File: src/rtl/core/szpr_pkg.sv
// shared types and constants of the spectrum zero pad resample unit
package szpr_pkg;

    localparam int unsigned DEF_MAX_WIDTH  = 64;
    localparam int unsigned DEF_MAX_HEIGHT = 64;
    localparam int unsigned QUEUE_DEPTH    = 2;

    localparam int unsigned DATA_W = 32;
    localparam int unsigned SIZE_W = 7;
    localparam int unsigned POS_W  = 6;
    localparam int unsigned CFG_W  = 2;

    localparam logic [CFG_W-1:0] CFG_IN_WIDTH   = 2'd0;
    localparam logic [CFG_W-1:0] CFG_IN_HEIGHT  = 2'd1;
    localparam logic [CFG_W-1:0] CFG_OUT_WIDTH  = 2'd2;
    localparam logic [CFG_W-1:0] CFG_OUT_HEIGHT = 2'd3;

    typedef enum logic [1:0] {
        OP_LOAD  = 2'd0,
        OP_ZERO  = 2'd1,
        OP_SUM   = 2'd2,
        OP_SPLIT = 2'd3
    } t_op;

    typedef struct packed {
        t_op                op;
        logic [SIZE_W-1:0]  hk;
        logic [SIZE_W-1:0]  hkk;
        logic [SIZE_W-1:0]  vk;
        logic [SIZE_W-1:0]  vkk;
        logic               hcol;
        logic               vcol;
        logic [1:0]         shift;
        logic [DATA_W-1:0]  re;
        logic [DATA_W-1:0]  im;
    } t_entry;

endpackage

File: src/rtl/core/szpr_fifo.sv
// short queue of classified transactions between front and back end
module szpr_fifo (
    input  logic             i_clk,
    input  logic             i_rst_n,
    input  logic             i_push,
    input  szpr_pkg::t_entry i_entry,
    input  logic             i_pop,
    output logic             o_full,
    output logic             o_valid,
    output szpr_pkg::t_entry o_head
);

    localparam int unsigned PW = (szpr_pkg::QUEUE_DEPTH > 1) ? $clog2(szpr_pkg::QUEUE_DEPTH) : 1;
    localparam int unsigned CW = $clog2(szpr_pkg::QUEUE_DEPTH + 1);

    szpr_pkg::t_entry r_slot [szpr_pkg::QUEUE_DEPTH];
    logic [PW-1:0]    r_wr_ptr, r_rd_ptr;
    logic [CW-1:0]    r_count;

    always_ff @(posedge i_clk) begin
        if (i_push) begin
            r_slot[r_wr_ptr] <= i_entry;
        end
    end

    always_ff @(posedge i_clk) begin
        if (!i_rst_n) begin
            r_wr_ptr <= '0;
            r_rd_ptr <= '0;
            r_count  <= '0;
        end else begin
            if (i_push) begin
                r_wr_ptr <= (r_wr_ptr == PW'(szpr_pkg::QUEUE_DEPTH - 1)) ? '0 : r_wr_ptr + 1'b1;
            end
            if (i_pop) begin
                r_rd_ptr <= (r_rd_ptr == PW'(szpr_pkg::QUEUE_DEPTH - 1)) ? '0 : r_rd_ptr + 1'b1;
            end
            if (i_push && !i_pop) begin
                r_count <= r_count + 1'b1;
            end else if (i_pop && !i_push) begin
                r_count <= r_count - 1'b1;
            end
        end
    end

    assign o_full  = (r_count == CW'(szpr_pkg::QUEUE_DEPTH));
    assign o_valid = (r_count != '0);
    assign o_head  = r_slot[r_rd_ptr];

endmodule

File: config.mk
export PLATFORM = sky130hd
export DESIGN_NAME = szpr_fifo
export DESIGN_NICKNAME = d
export VERILOG_FILES = /design/src/rtl/core/szpr_pkg.sv /design/src/rtl/core/szpr_fifo.sv
export SDC_FILE = /design/constraint.sdc
export NUM_CORES = 1
export LEC_CHECK = 0
export ABC_AREA = 1
export BUFFER_PORTS_ARGS = -buffer_cell sky130_fd_sc_hd__buf_2
export CAP_MARGIN = 5
export CELL_PAD_IN_SITES_DETAIL_PLACEMENT = 0
export CELL_PAD_IN_SITES_GLOBAL_PLACEMENT = 1
export CORE_MARGIN = 2
export CORE_UTILIZATION = 30
export DETAILED_ROUTE_END_ITERATION = 16
export PLACE_DENSITY = 0.67
export SETUP_SLACK_MARGIN = 0.02
export SYNTH_ARGS = -nofsm -noshare
export SYNTH_HDL_FRONTEND = slang
export SYNTH_SLANG_ARGS = --single-unit
File: constraint.sdc
create_clock -name i_clk -period 8.3 [get_ports i_clk]
set_input_delay 2.075 -clock i_clk [delete_from_list [all_inputs] [get_ports i_clk]]
set_output_delay 2.075 -clock i_clk [all_outputs]
set_load 0.1 [all_outputs]
==> reports/qor.yml <==
global_route:
  antenna_found_initial: 3
  grt_max_degree: 60
  grt_overflow_total: 0
  grt_pass1_wl_mm: 22.3
  track_usage: 0.109
  grt_pass1_vias: 4213
run:
  cap_violations: 0
timing:
  final-hold-violation-count: 0
  finalCritPeriodShare: 0.588
  max_freq_ghz: 0.205
  rsz0062_at_grt: "no"
  slew_violations: 0
  worst_clock_skew_ps: 8.77
  worst_pin_slew_ps: 918
  setup-tns-final_ps: 0
  period_minus_slack_ps: 4880
  setup_viol: 0
  max_slew_margin: 0.388
detailed_routing:
  routedWlPerCell_um: 16.1
  vias: 3826
  drc_errors: 0
  ant_nets: 0
  drt-initial-drc-count: 164
  routed_wl_mm: 14.5
  routed_via_density: 4.25
  dr.pass1.iters: 4
placement:
  port_buffers: 201
  dp.cells: 858
  dpl_cell_area_um2: 8750
  hpwl_mm: 9.43
  gp_congestion: 0.695
floorplan:
  die_x_um: 161
  start_util: 0.304
  core_area_um2: 24200
  io_pins: 202
  dieHeight_um: 161
  placementRows: 57
  dieArea_um2: 25800
synthesis:
  syn_inst: 340
  synth_area_um2: 7370
  synth_cell_type_count: 14
  synthFlopType: "edfxtp_1"
  synth_area_leader_cell: "edfxtp_1"
  synth.most_common_cell: "edfxtp_1"
  synth_seq_area_share: 0.812
  ys_seq_elements: 201
  yosys-top-cells-area: "edfxtp_1, mux2_2, mux2_4, dfxtp_1, buf_6"
  ys_warn_count: 0
  synth.net_count: 443
  synth_edf_count: 196
  yosys-top-cells-count: "edfxtp_1, mux2_2, mux2_4"
  synthArstFlopShare: 0
  avgSynthCellArea_um2: 21.7
  synth.top_cell.area_share: 0.798
layout:
  final_layout_size_suffix_gt1_frac: 0.594
  layout-area-overhead-vs-synth_pct: 28.8
  fin_cells: 900
  layout.nets: 661
  final_area_um2: 9490
  fill_cells: 2263
clocking:
  cts_setup_buffers: 0
  cts_buffers: 22
  cts-root-buf: "clkbuf_16"
  cts_tree: "done"
  cts_hold_buf: 0
  cts.path.max_buffers: 3
  ctsResizeCount: 0
  cts_sinks: 201
  clock_latency_ps: 500
  clk_pin_slew_ps: 50
  htreeDepth: 1
power:
  power_leakage_nw: 3.59
  cellPowerDensity_nw_per_um2: 282
  total_power_mw: 2.68
  vdd_drop_max_uv: 194
setup_path:
  critPathKind: "register to output port"
  cp_max_fo: 59
  cp.required_ps: 6230
  worstSetupEndpointType: "output port"
  cp.arrival_ps: 2810
  critPathLaunchType: "register"
  reg2reg_depth: 3
min_path:
  hold-path-cell-count: 2
  hold_path.class: "register to register"
status:
  status: "finished clean"
## cell families after synthesis
kind of cell	Yosys count	share of synthesized area
simple gates	19	0.0102
flops	201	0.812
fa+ha+maj	1	0.00170
buf+inv	19	0.0149
mux	98	0.160
compound gates	2	0.00136
## worst max-delay path, stage by stage, from the launching register on
cell	delay (ps)
dfxtp_4	690
buf_4	820
mux2_2	320
buf_2	430
## flip-flops by register name, indices dropped and copies added (netlist names), named ones only
signal	cells
r_count	2
r_rd_ptr	1
r_slot	196
r_wr_ptr	1
## layout by cell type, fill, tap and decap left out, drive strengths merged, types with 3 or more instances in the layout
master and n:
clkinvlp 3, bufinv 3, buf 205, clkbuf 26
mux2 98, nand2 9, dfxtp 5, edfxtp 196
nor2 8, clkinv 8, inv 8
## per-stage QoR
stage                     setup slack (ps)  hold slack [ps]   util
after floorplan                       1520              463      -
after global placement                3890              481  0.361
after detailed placement              3850              513  0.361
after CTS                             3300              526  0.391
after global routing                  3230              575  0.391
final                                 3420              522  0.391
## power by group
part           switching [mW]  internal (mW)  leakage [nW]
Combinational           0.410         0.0969          1.35
Clock                   0.380          0.600         0.357
Sequential             0.0176           1.18          1.88
## layout make-up
class,count,area [um2],area share
antenna,2,5.00,0.000527
clock buffer,26,587,0.0618
clock inverter,14,154,0.0162
inverter,8,32.5,0.00343
multi-input combinational,120,1280,0.135
sequential,201,5990,0.631
tap,324,405,0.0427
timing repair buffer,205,1040,0.109
## final timing paths
| path | from | endpoint | slack [ps] |
|---|---|---|---|
| max reg2reg | r_wr_ptr | r_slot[1][74] | 6190 |
| max | register | o_head[7] | 3420 |
| min reg2reg | r_rd_ptr | register | 520 |
| min | r_rd_ptr | register | 520 |
## metal layers
metal,vias to the layer above,routed length (um),part of all wire,global-route usage
li1,1770,-,-,-
met1,1875,5890,0.41,0.126
met2,149,7090,0.49,0.192
met3,30,1150,0.079,0.0359
met4,2,337,0.023,0.0357
met5,-,13,0.00090,0
No activity file was read; power rests on OpenSTA's default activity.
