### config.mk
export PLATFORM = sky130hd
export DESIGN_NAME = szpr_front
export DESIGN_NICKNAME = d
export VERILOG_FILES = /design/src/rtl/core/szpr_pkg.sv /design/src/rtl/core/szpr_front.sv
export SDC_FILE = /design/constraint.sdc
export NUM_CORES = 1
export LEC_CHECK = 0
export ABC_CLOCK_PERIOD_IN_PS = 16900
export CORE_UTILIZATION = 70
export CTS_BUF_LIST = sky130_fd_sc_hd__clkbuf_8
export CTS_CLUSTER_DIAMETER = 150
export DETAILED_ROUTE_END_ITERATION = 10
export DONT_BUFFER_PORTS = 1
export PLACE_DENSITY_LB_ADDON = 0.1
export SYNTH_ARGS = -nofsm -noshare
export SYNTH_HDL_FRONTEND = slang
export SYNTH_SLANG_ARGS = --single-unit
export TNS_END_PERCENT = 30
### constraint.sdc
create_clock -name i_clk -period 16.9 [get_ports i_clk]
set_input_delay 0.845 -clock i_clk [delete_from_list [all_inputs] [get_ports i_clk]]
set_output_delay 0.845 -clock i_clk [all_outputs]
set_load 0.02 [all_outputs]
### src/rtl/core/szpr_pkg.sv
// shared types and constants of the spectrum zero pad resample unit
package szpr_pkg;

    localparam int unsigned DEF_MAX_WIDTH  = 64;
    localparam int unsigned DEF_MAX_HEIGHT = 64;
    localparam int unsigned QUEUE_DEPTH    = 2;

    localparam int unsigned DATA_W = 32;
    localparam int unsigned SIZE_W = 7;
    localparam int unsigned POS_W  = 6;
    localparam int unsigned CFG_W  = 2;

    localparam logic [CFG_W-1:0] CFG_IN_WIDTH   = 2'd0;
    localparam logic [CFG_W-1:0] CFG_IN_HEIGHT  = 2'd1;
    localparam logic [CFG_W-1:0] CFG_OUT_WIDTH  = 2'd2;
    localparam logic [CFG_W-1:0] CFG_OUT_HEIGHT = 2'd3;

    typedef enum logic [1:0] {
        OP_LOAD  = 2'd0,
        OP_ZERO  = 2'd1,
        OP_SUM   = 2'd2,
        OP_SPLIT = 2'd3
    } t_op;

    typedef struct packed {
        t_op                op;
        logic [SIZE_W-1:0]  hk;
        logic [SIZE_W-1:0]  hkk;
        logic [SIZE_W-1:0]  vk;
        logic [SIZE_W-1:0]  vkk;
        logic               hcol;
        logic               vcol;
        logic [1:0]         shift;
        logic [DATA_W-1:0]  re;
        logic [DATA_W-1:0]  im;
    } t_entry;

endpackage

### src/rtl/core/szpr_front.sv
// front end: size registers, item classification and index mapping
module szpr_front #(
    parameter int unsigned MAX_WIDTH  = szpr_pkg::DEF_MAX_WIDTH,
    parameter int unsigned MAX_HEIGHT = szpr_pkg::DEF_MAX_HEIGHT
) (
    input  logic                          i_clk,
    input  logic                          i_rst_n,
    input  logic                          i_cfg_we,
    input  logic [szpr_pkg::CFG_W-1:0]    i_cfg_idx,
    input  logic [szpr_pkg::SIZE_W-1:0]   i_cfg_data,
    input  logic                          i_valid,
    output logic                          o_ready,
    input  logic                          i_mode,
    input  logic [szpr_pkg::POS_W-1:0]    i_col,
    input  logic [szpr_pkg::POS_W-1:0]    i_row,
    input  logic [szpr_pkg::DATA_W-1:0]   i_real_in,
    input  logic [szpr_pkg::DATA_W-1:0]   i_imag_in,
    input  logic                          i_full,
    output logic                          o_push,
    output szpr_pkg::t_entry              o_entry
);

    typedef enum logic [1:0] {
        AX_ZERO     = 2'd0,
        AX_PLAIN    = 2'd1,
        AX_COLLAPSE = 2'd2,
        AX_SPLIT    = 2'd3
    } t_kind;

    typedef struct packed {
        t_kind                        kind;
        logic [szpr_pkg::SIZE_W-1:0]  k;
        logic [szpr_pkg::SIZE_W-1:0]  kk;
    } t_axis;

    function automatic logic [szpr_pkg::SIZE_W-1:0] clamp_size(
        input logic [szpr_pkg::SIZE_W-1:0] v,
        input int unsigned                 max
    );
        logic [szpr_pkg::SIZE_W-1:0] s;
        s = (v == '0) ? szpr_pkg::SIZE_W'(1) : v;
        if (32'(s) > max) begin
            s = szpr_pkg::SIZE_W'(max);
        end
        return s;
    endfunction

    function automatic t_axis axis_map(
        input logic [szpr_pkg::POS_W-1:0]  idx,
        input logic [szpr_pkg::SIZE_W-1:0] n_out,
        input logic [szpr_pkg::SIZE_W-1:0] n_in
    );
        logic        [8:0] idx9;
        logic        [8:0] n_in9;
        logic signed [8:0] f;
        logic signed [8:0] neg_f;
        logic signed [8:0] lo;
        logic signed [8:0] hi;
        t_axis             a;
        idx9  = 9'(idx);
        n_in9 = 9'(n_in);
        if (idx9 < 9'(n_out - (n_out >> 1))) begin
            f = signed'(idx9);
        end else begin
            f = signed'(idx9 - 9'(n_out));
        end
        neg_f  = -f;
        lo     = -signed'(9'(n_in >> 1));
        hi     = signed'(n_in9 - 9'(n_in >> 1));
        a.kind = AX_PLAIN;
        a.k    = '0;
        a.kk   = '0;
        if (n_out > n_in && !n_in[0] && (f == lo || f == -lo)) begin
            a.kind = AX_SPLIT;
            a.k    = n_in >> 1;
        end else if (f < lo || f >= hi) begin
            a.kind = AX_ZERO;
        end else begin
            a.k  = f[8] ? szpr_pkg::SIZE_W'(n_in9 + 9'(f)) : szpr_pkg::SIZE_W'(f);
            a.kk = neg_f[8] ? szpr_pkg::SIZE_W'(n_in9 + 9'(neg_f))
                            : szpr_pkg::SIZE_W'(neg_f);
            if (n_out < n_in && !n_out[0] && f == -signed'(9'(n_out >> 1))) begin
                a.kind = AX_COLLAPSE;
            end
        end
        return a;
    endfunction

    logic [szpr_pkg::SIZE_W-1:0] r_in_w, r_in_h, r_out_w, r_out_h;
    t_axis                       hax, vax;
    logic                        keep;

    always_ff @(posedge i_clk) begin
        if (!i_rst_n) begin
            r_in_w  <= clamp_size(szpr_pkg::SIZE_W'(64), MAX_WIDTH);
            r_in_h  <= clamp_size(szpr_pkg::SIZE_W'(64), MAX_HEIGHT);
            r_out_w <= clamp_size(szpr_pkg::SIZE_W'(64), MAX_WIDTH);
            r_out_h <= clamp_size(szpr_pkg::SIZE_W'(64), MAX_HEIGHT);
        end else if (i_cfg_we) begin
            case (i_cfg_idx)
                szpr_pkg::CFG_IN_WIDTH:   r_in_w  <= clamp_size(i_cfg_data, MAX_WIDTH);
                szpr_pkg::CFG_IN_HEIGHT:  r_in_h  <= clamp_size(i_cfg_data, MAX_HEIGHT);
                szpr_pkg::CFG_OUT_WIDTH:  r_out_w <= clamp_size(i_cfg_data, MAX_WIDTH);
                szpr_pkg::CFG_OUT_HEIGHT: r_out_h <= clamp_size(i_cfg_data, MAX_HEIGHT);
                default: ;
            endcase
        end
    end

    assign hax = axis_map(i_col, r_out_w, r_in_w);
    assign vax = axis_map(i_row, r_out_h, r_in_h);

    always_comb begin
        o_entry       = '0;
        o_entry.re    = i_real_in;
        o_entry.im    = i_imag_in;
        keep          = 1'b1;
        if (!i_mode) begin
            o_entry.op = szpr_pkg::OP_LOAD;
            o_entry.hk = szpr_pkg::SIZE_W'(i_col);
            o_entry.vk = szpr_pkg::SIZE_W'(i_row);
            keep = (szpr_pkg::SIZE_W'(i_col) < r_in_w) && (szpr_pkg::SIZE_W'(i_row) < r_in_h);
        end else if (szpr_pkg::SIZE_W'(i_col) >= r_out_w ||
                     szpr_pkg::SIZE_W'(i_row) >= r_out_h ||
                     hax.kind == AX_ZERO || vax.kind == AX_ZERO) begin
            o_entry.op = szpr_pkg::OP_ZERO;
        end else begin
            o_entry.hk  = hax.k;
            o_entry.hkk = hax.kk;
            o_entry.vk  = vax.k;
            o_entry.vkk = vax.kk;
            if (hax.kind == AX_SPLIT || vax.kind == AX_SPLIT) begin
                o_entry.op    = szpr_pkg::OP_SPLIT;
                o_entry.shift = {1'b0, hax.kind == AX_SPLIT} + {1'b0, vax.kind == AX_SPLIT};
            end else begin
                o_entry.op   = szpr_pkg::OP_SUM;
                o_entry.hcol = (hax.kind == AX_COLLAPSE);
                o_entry.vcol = (vax.kind == AX_COLLAPSE);
            end
        end
    end

    assign o_ready = !i_full;
    assign o_push  = i_valid && !i_full && keep;

endmodule

==> metrics, run 1 <==
run status finished, final reports clean; Placed Cells ~1100; number of synthesized flops with an enable pin 0; clock slew at reported path FFs roughly 0.090 ns; Synth area leader ha_1; share of cells above drive strength 1 5.100%; syn avg cell area between 7 and 8 um^2; CTS Buf Count 3; Iter 0 DRT Violations approximately 490; FF+latch count, synth 28; Layout area overhead -3.791%; final setup margin about 8.6 ns; Sw Pwr 308.6 uW; final hold viol count 0; fillers between 1000 and 1500; Clock Path Buffers 2; Row Count 39; Max stage delay cell, worst path nor4_1; DP Worst Slack between 8 and 9 ns; PwrDens ~74 nW/um^2; final number of setup-violating endpoints 0; drt pass-1 iters 5; Max Clock Freq roughly 0.12 GHz; ANT cells 0; WS Path Type reg -> out; initial antenna violation count 0; Setup Fix Bufs, Post-CTS 0; Initial Utilization 71.98%; via count between 7000 and 8000; largest cells by area after synthesis ha_1 22%, xnor2_1 7.7%, dfxtp_1 6.8%; critical path fanouts, max 23; net count after synthesis roughly 1300; Max-Slew Margin vs Limit between 30% and 40%; DRT antenna net count 0; min cycle time layout slightly above 8 ns; Seq pwr share about an eighth; GRT Residual Overflow 0; Die Ht about 110 um; top_reg_cell synth dfxtp_1; final core utilization slightly below 70%; first-pass GRT wire length around 33000 um; # port buffers 0; DP Wirelength between 15000 and 20000 um; IO Count around 190; Core Box Area 11420 um^2; Final Power ~580 uW; vias in the first global route between 6000 and 7000; clk sink count 28; drt drc 0; Int Power ~270 uW; Syn Inst Count ~1100; Clk pwr share approximately 9.0%; Net Sw Frac ~53%; Max Cap Violations 0; Final Non-Filler Cells 1143; DIE AREA approximately 12000 um^2; hold crit path type reg -> reg; Post-synth ARST share 0%; total negative slack 0 ns; share of Yosys cell area claimed by the top area cell type roughly 22%; crit end category output pin; CP peak stage delay just under 0.9 ns; Yosys Warn Count 0; commonest non-fill, non-tap cells in the layout 146 x ha_1, 96 x inv_1, 84 x nand2_1; Clock Latency Late Sink between 0.2 and 0.3 ns; htree depth 1; max-slew violation count 0; CP required approximately 16 ns; CTS Root Cell clkbuf_8; Distinct cells, synth between 70 and 80; Comb pwr share 78.7%; clock skew 0 ns; CTS Hold Bufs 0; chip width ~110 um; Leak 0.003492 uW; startpoint type of the worst setup path flop; register area share after synthesis 6.820%; largest net degree at the start of global routing 29; post-cts sizing count 0; Vias/cell 6.420; Worst Path Arrival between 7 and 8 ns; CTS tree yes; cell area after synthesis approximately 8000 um^2; Tot GR Track Use between 30% and 40%; WL/cell between 15 and 20 um; Worst-Margin Slew 0.9879 ns; cell mode on critical path nor2_1; most common cell after layout, fill and taps aside ha_1; nets@finish approximately 1200; gpl congestion 0.9642; Final Cycle Share ~50%; Max IR drop VDD 0.05895 mV; Post-Route WL roughly 21000 um; RSZ-0062 raised after global routing no
## power groups by stage
stage	logic (uW)	registers, uW	clock network [uW]
4_1_cts	452	71.5	52.8
3_3_place_gp	442	72.9	0
6_report	459	71.6	52.5
3_5_place_dp	449	73.0	0
2_1_floorplan	389	70.9	0
5_1_grt	503	71.9	55.4
## worst paths after layout
kind | start | to | slack (ns) | cells past startpoint
setup / recovery | r_out_h[1]$_SDFFE_PN0P_ | o_entry[67] | 8.61 | 27
hold / removal | r_out_w[1]$_SDFFE_PN0P_ | r_out_w[1]$_SDFFE_PN0P_ | 0.55 | 2
setup reg to reg | r_out_w[6]$_SDFFE_PN1P_ | r_out_w[6]$_SDFFE_PN1P_ | 15.54 | 2
hold reg to reg | r_out_w[1]$_SDFFE_PN0P_ | r_out_w[1]$_SDFFE_PN0P_ | 0.55 | 2
## metrics by stage
| step | instance area [um^2] | hold WS, ns |
|---|---|---|
| finish | 7908 | 0.5530 |
| CTS | 7908 | 0.5522 |
| floorplan | 8219 | 0.4770 |
| detailed placement | 7836 | 0.5386 |
| global placement | 7836 | 0.5221 |
| global route | 7908 | 0.5760 |
## kinds of logic (layout without fill, tap and decap cells)
kind of cell / Yosys count / in the layout / synth area share [%]
compound gates: 242 / 242 / 20.96
xor+xnor: 100 / 100 / 10.66
mux: 27 / 27 / 3.440
flops: 28 / 28 / 6.820
fa+ha+maj: 158 / 158 / 24.90
buf+inv: 189 / 112 / 12.27
simple gates: 333 / 333 / 20.95
## worst max-delay path: cells and delay by family (launching register included)
kind / cells / cell delay [ns]
adders and majority gates: 3 / 1.04
DFF: 1 / 0.49
AOI/OAI and AO/OA: 10 / 1.77
xor gates and xnor gates: 2 / 0.32
muxes: 1 / 0.74
buffers and inverters: 2 / 0.44
and+or+nand+nor: 9 / 2.35
## state kept, by name, indices dropped and copies added, names as in the netlist
| signal | flops |
|---|---|
| r_in_h | 7 |
| r_in_w | 7 |
| r_out_h | 7 |
| r_out_w | 7 |
## cells in the mapped netlist, drive strengths merged, types with 10 or more instances
master	count
dfxtp	28
xor2	28
nor4	21
a21oi	66
ha	146
nor2	72
nor3	28
mux2i	23
xnor2	72
buf	79
a21boi	16
clkbuf	13
o21ai	34
a21o	26
fa	10
nor2b	31
nand2	84
nand3	28
nand2b	14
inv	96
## area by class of cell
class | instances | area (um^2) | area share, %
Clock buffer | 3 | 41.29 | 0.5222
Sequential cell | 28 | 560.5 | 7.089
Timing Repair Buffer | 11 | 82.58 | 1.044
Clock inverter | 1 | 30.03 | 0.3797
Inverter | 97 | 364.1 | 4.604
Multi-Input combinational cell | 860 | 6650 | 84.10
Tap cell | 143 | 178.9 | 2.263
## per-layer routing
| metal | up-vias | global-route usage [%] | wire, um |
|---|---|---|---|
| met2 | 293 | 55.72 | 9233 |
| met3 | 77 | 5.173 | 1868 |
| li1 | 3583 | - | - |
| met1 | 3385 | 47.59 | 9437 |
| met4 | 0 | 11.37 | 669 |
| met5 | - | 0 | 0 |
No activity file was read; power rests on OpenSTA's default activity.
==> run 2, diff against run 1 <==
Settings changed: ABC_CLOCK_PERIOD_IN_PS 16900 to 7350, CORE_UTILIZATION 70 to 62.
Clock period 16.9 ns to 7.35 ns, I/O delays scaled along.
==> run 2 against run 1 <==
Critical path depth is the same. Critical path type unchanged. Clock-buffer cell count did not move. Sequential power increased by 130%. Largest power group unchanged. Non-clock buffer count grew 35. First-iteration DRC count up 8.6%. Highest routed layer unchanged. Sequential share of layout area shrank 0.26 points. Flip-flop and latch count did not move. Power rose by 140%. Critical endpoint unchanged. Combinational power rose by 140%. Clock power rose by 130%. Setup slack got worse by 8.3 ns.
==> metrics, run 2 (synthesis gave the netlist of run 1 again) <==
run status finished, final reports clean; WL/cell between 15 and 20 um; R2R depth 2; clock slew at reported path FFs around 0.090 ns; hold crit path type in -> reg; Die Ht 117.1 um; Max-Slew Margin vs Limit about 47%; CTS tree yes; vias in the first global route around 6800; hold depth 1; Clk pwr share under 10%; Clock Latency Late Sink between 0.2 and 0.3 ns; final setup margin 0.3020 ns; IO Count around 190; clk sink count 28; Iter 0 DRT Violations between 500 and 600; Placed Cells about 1200; nets@finish 1283; final hold slack 0.1654 ns; Tot GR Track Use about 32%; Int Power a little under 700 uW; drt pass-1 iters 5; CP required 6.98 ns; Seq pwr share 11.7%; Placed Area 8135 um^2; crit end category output pin; most common cell after layout, fill and taps aside ha_1; Core Box Area about 13000 um^2; Max Clock Freq approximately 0.14 GHz; CTS Hold Bufs 0; Max Cap Violations 0; Row Count 41; Net Sw Frac roughly 52%; DRT antenna net count 0; Layout area overhead 0.06092%; first-pass GRT wire length around 34000 um; share of cells above drive strength 1 8.599%; min cycle time layout 7.048 ns; CTS Root Cell clkbuf_8; # port buffers 0; total negative slack 0 ns; Final Non-Filler Cells approximately 1200; PwrDens roughly 170 nW/um^2; gpl congestion 0.9881; Max IR drop VDD about 0.15 mV; R2R Setup Slk roughly 6.1 ns; DP Worst Slack roughly 0.5 ns; final hold viol count 0; Worst-Margin Slew 0.7931 ns; Worst Path Arrival about 6.7 ns; via count approximately 7400; Clock Path Buffers 2; Finished Cell Area ~8200 um^2; largest net degree at the start of global routing 29; Vias/cell between 6 and 7; min-delay src i_rst_n; commonest non-fill, non-tap cells in the layout 146 x ha_1, 96 x inv_1, 84 x nand2_1; hold endpoint r_in_h[6]$_SDFFE_PN1P_; Initial Utilization 64.35%; critical path fanouts, max 8; htree depth 1; WS Path Type reg -> out; CTS Buf Count 3; Sw Pwr about 730 uW; RR Endpoint r_out_w[6]$_SDFFE_PN1P_; DIE AREA approximately 14000 um^2; ANT cells 0; Post-Route WL around 22000 um; chip width ~120 um; initial antenna violation count 0; clock skew 0 ns; Final Cycle Share 95.89%; GRT Residual Overflow 0; DP Wirelength between 15000 and 20000 um; Comb pwr share around 80%; startpoint type of the worst setup path flop; final number of setup-violating endpoints 0; Worst R2R Start r_out_w[6]$_SDFFE_PN1P_; max-slew violation count 0; Leak around 0.0037 uW; drt drc 0
[run 2: worst max path at each step]
stage	start	to	slack, ns	cells after the start
after detailed placement	r_out_h[1]$_SDFFE_PN0P_	o_entry[89]	0.49	25
after CTS	r_out_h[1]$_SDFFE_PN0P_	o_entry[89]	0.17	25
after global routing	r_out_h[2]$_SDFFE_PN0P_	o_entry[67]	-0.02	28
after global placement	r_out_h[1]$_SDFFE_PN0P_	o_entry[67]	0.59	25
final	r_out_w[0]$_SDFFE_PN0P_	o_entry[67]	0.30	27
after floorplan	r_out_h[1]$_SDFFE_PN0P_	o_entry[67]	0.87	22
[run 2: power groups by stage]
| stage | sequential (uW) | combinational [uW] | clock (uW) |
|---|---|---|---|
| 6_report | 164 | 1120 | 119 |
| 3_5_place_dp | 168 | 1090 | 0 |
| 4_1_cts | 164 | 1100 | 120 |
| 2_1_floorplan | 163 | 893 | 0 |
| 3_3_place_gp | 168 | 1080 | 0 |
| 5_1_grt | 165 | 1230 | 128 |
[run 2: routing by layer]
layer / GRT usage, % / up-vias / part of all wire (%) / routed length, um
li1: - / 3641 / - / -
met1: 46.42 / 3472 / 48 / 10500
met2: 51.52 / 247 / 44 / 9564
met3: 3.038 / 55 / 6.1 / 1345
met4: 8.354 / 0 / 2.4 / 526
met5: 0 / - / 0 / 0
[run 2: final cells by class]
cell class,count,area (um^2)
tap,172,215.2
inverter,97,364.1
clock inverter,1,30.03
fill,1217,4549
sequential,28,561.8
timing repair buffer,46,345.3
multi-input combinational,860,6666
clock buffer,3,41.29
[run 2: through the flow]
step	utilization [%]	power (uW)
2_1_floorplan	-	1056
3_3_place_gp	63.69	1251
3_5_place_dp	63.69	1257
4_1_cts	64.25	1382
5_1_grt	64.38	1518
6_report	64.38	1403
[run 2: worst max-delay path: stages (launching register included)]
cell	delay, ns
dfxtp_1	0.44
inv_1	0.10
ha_1	0.23
fa_1	0.39
or2_2	0.32
a21oi_1	0.16
nor2_1	0.08
xnor2_1	0.13
ha_1	0.30
nand3_1	0.07
a21oi_1	0.12
a211oi_1	0.09
nor3_1	0.57
mux2i_1	0.40
inv_1	0.18
ha_1	0.33
nand3_1	0.07
or2_2	0.31
nor2_1	0.22
nand2_1	0.08
mux2i_1	0.22
a211oi_1	0.10
xnor2_1	0.17
a21oi_1	0.27
nand3_1	0.32
buf_4	0.27
nor4_1	0.26
buf_4	0.19
[run 2: repair_timing]
item,4_1_cts,5_1_grt
setup buffers,0,0
resized for setup,0,5
endpoints found under the setup margin,0,25
endpoints found under the hold margin,0,0
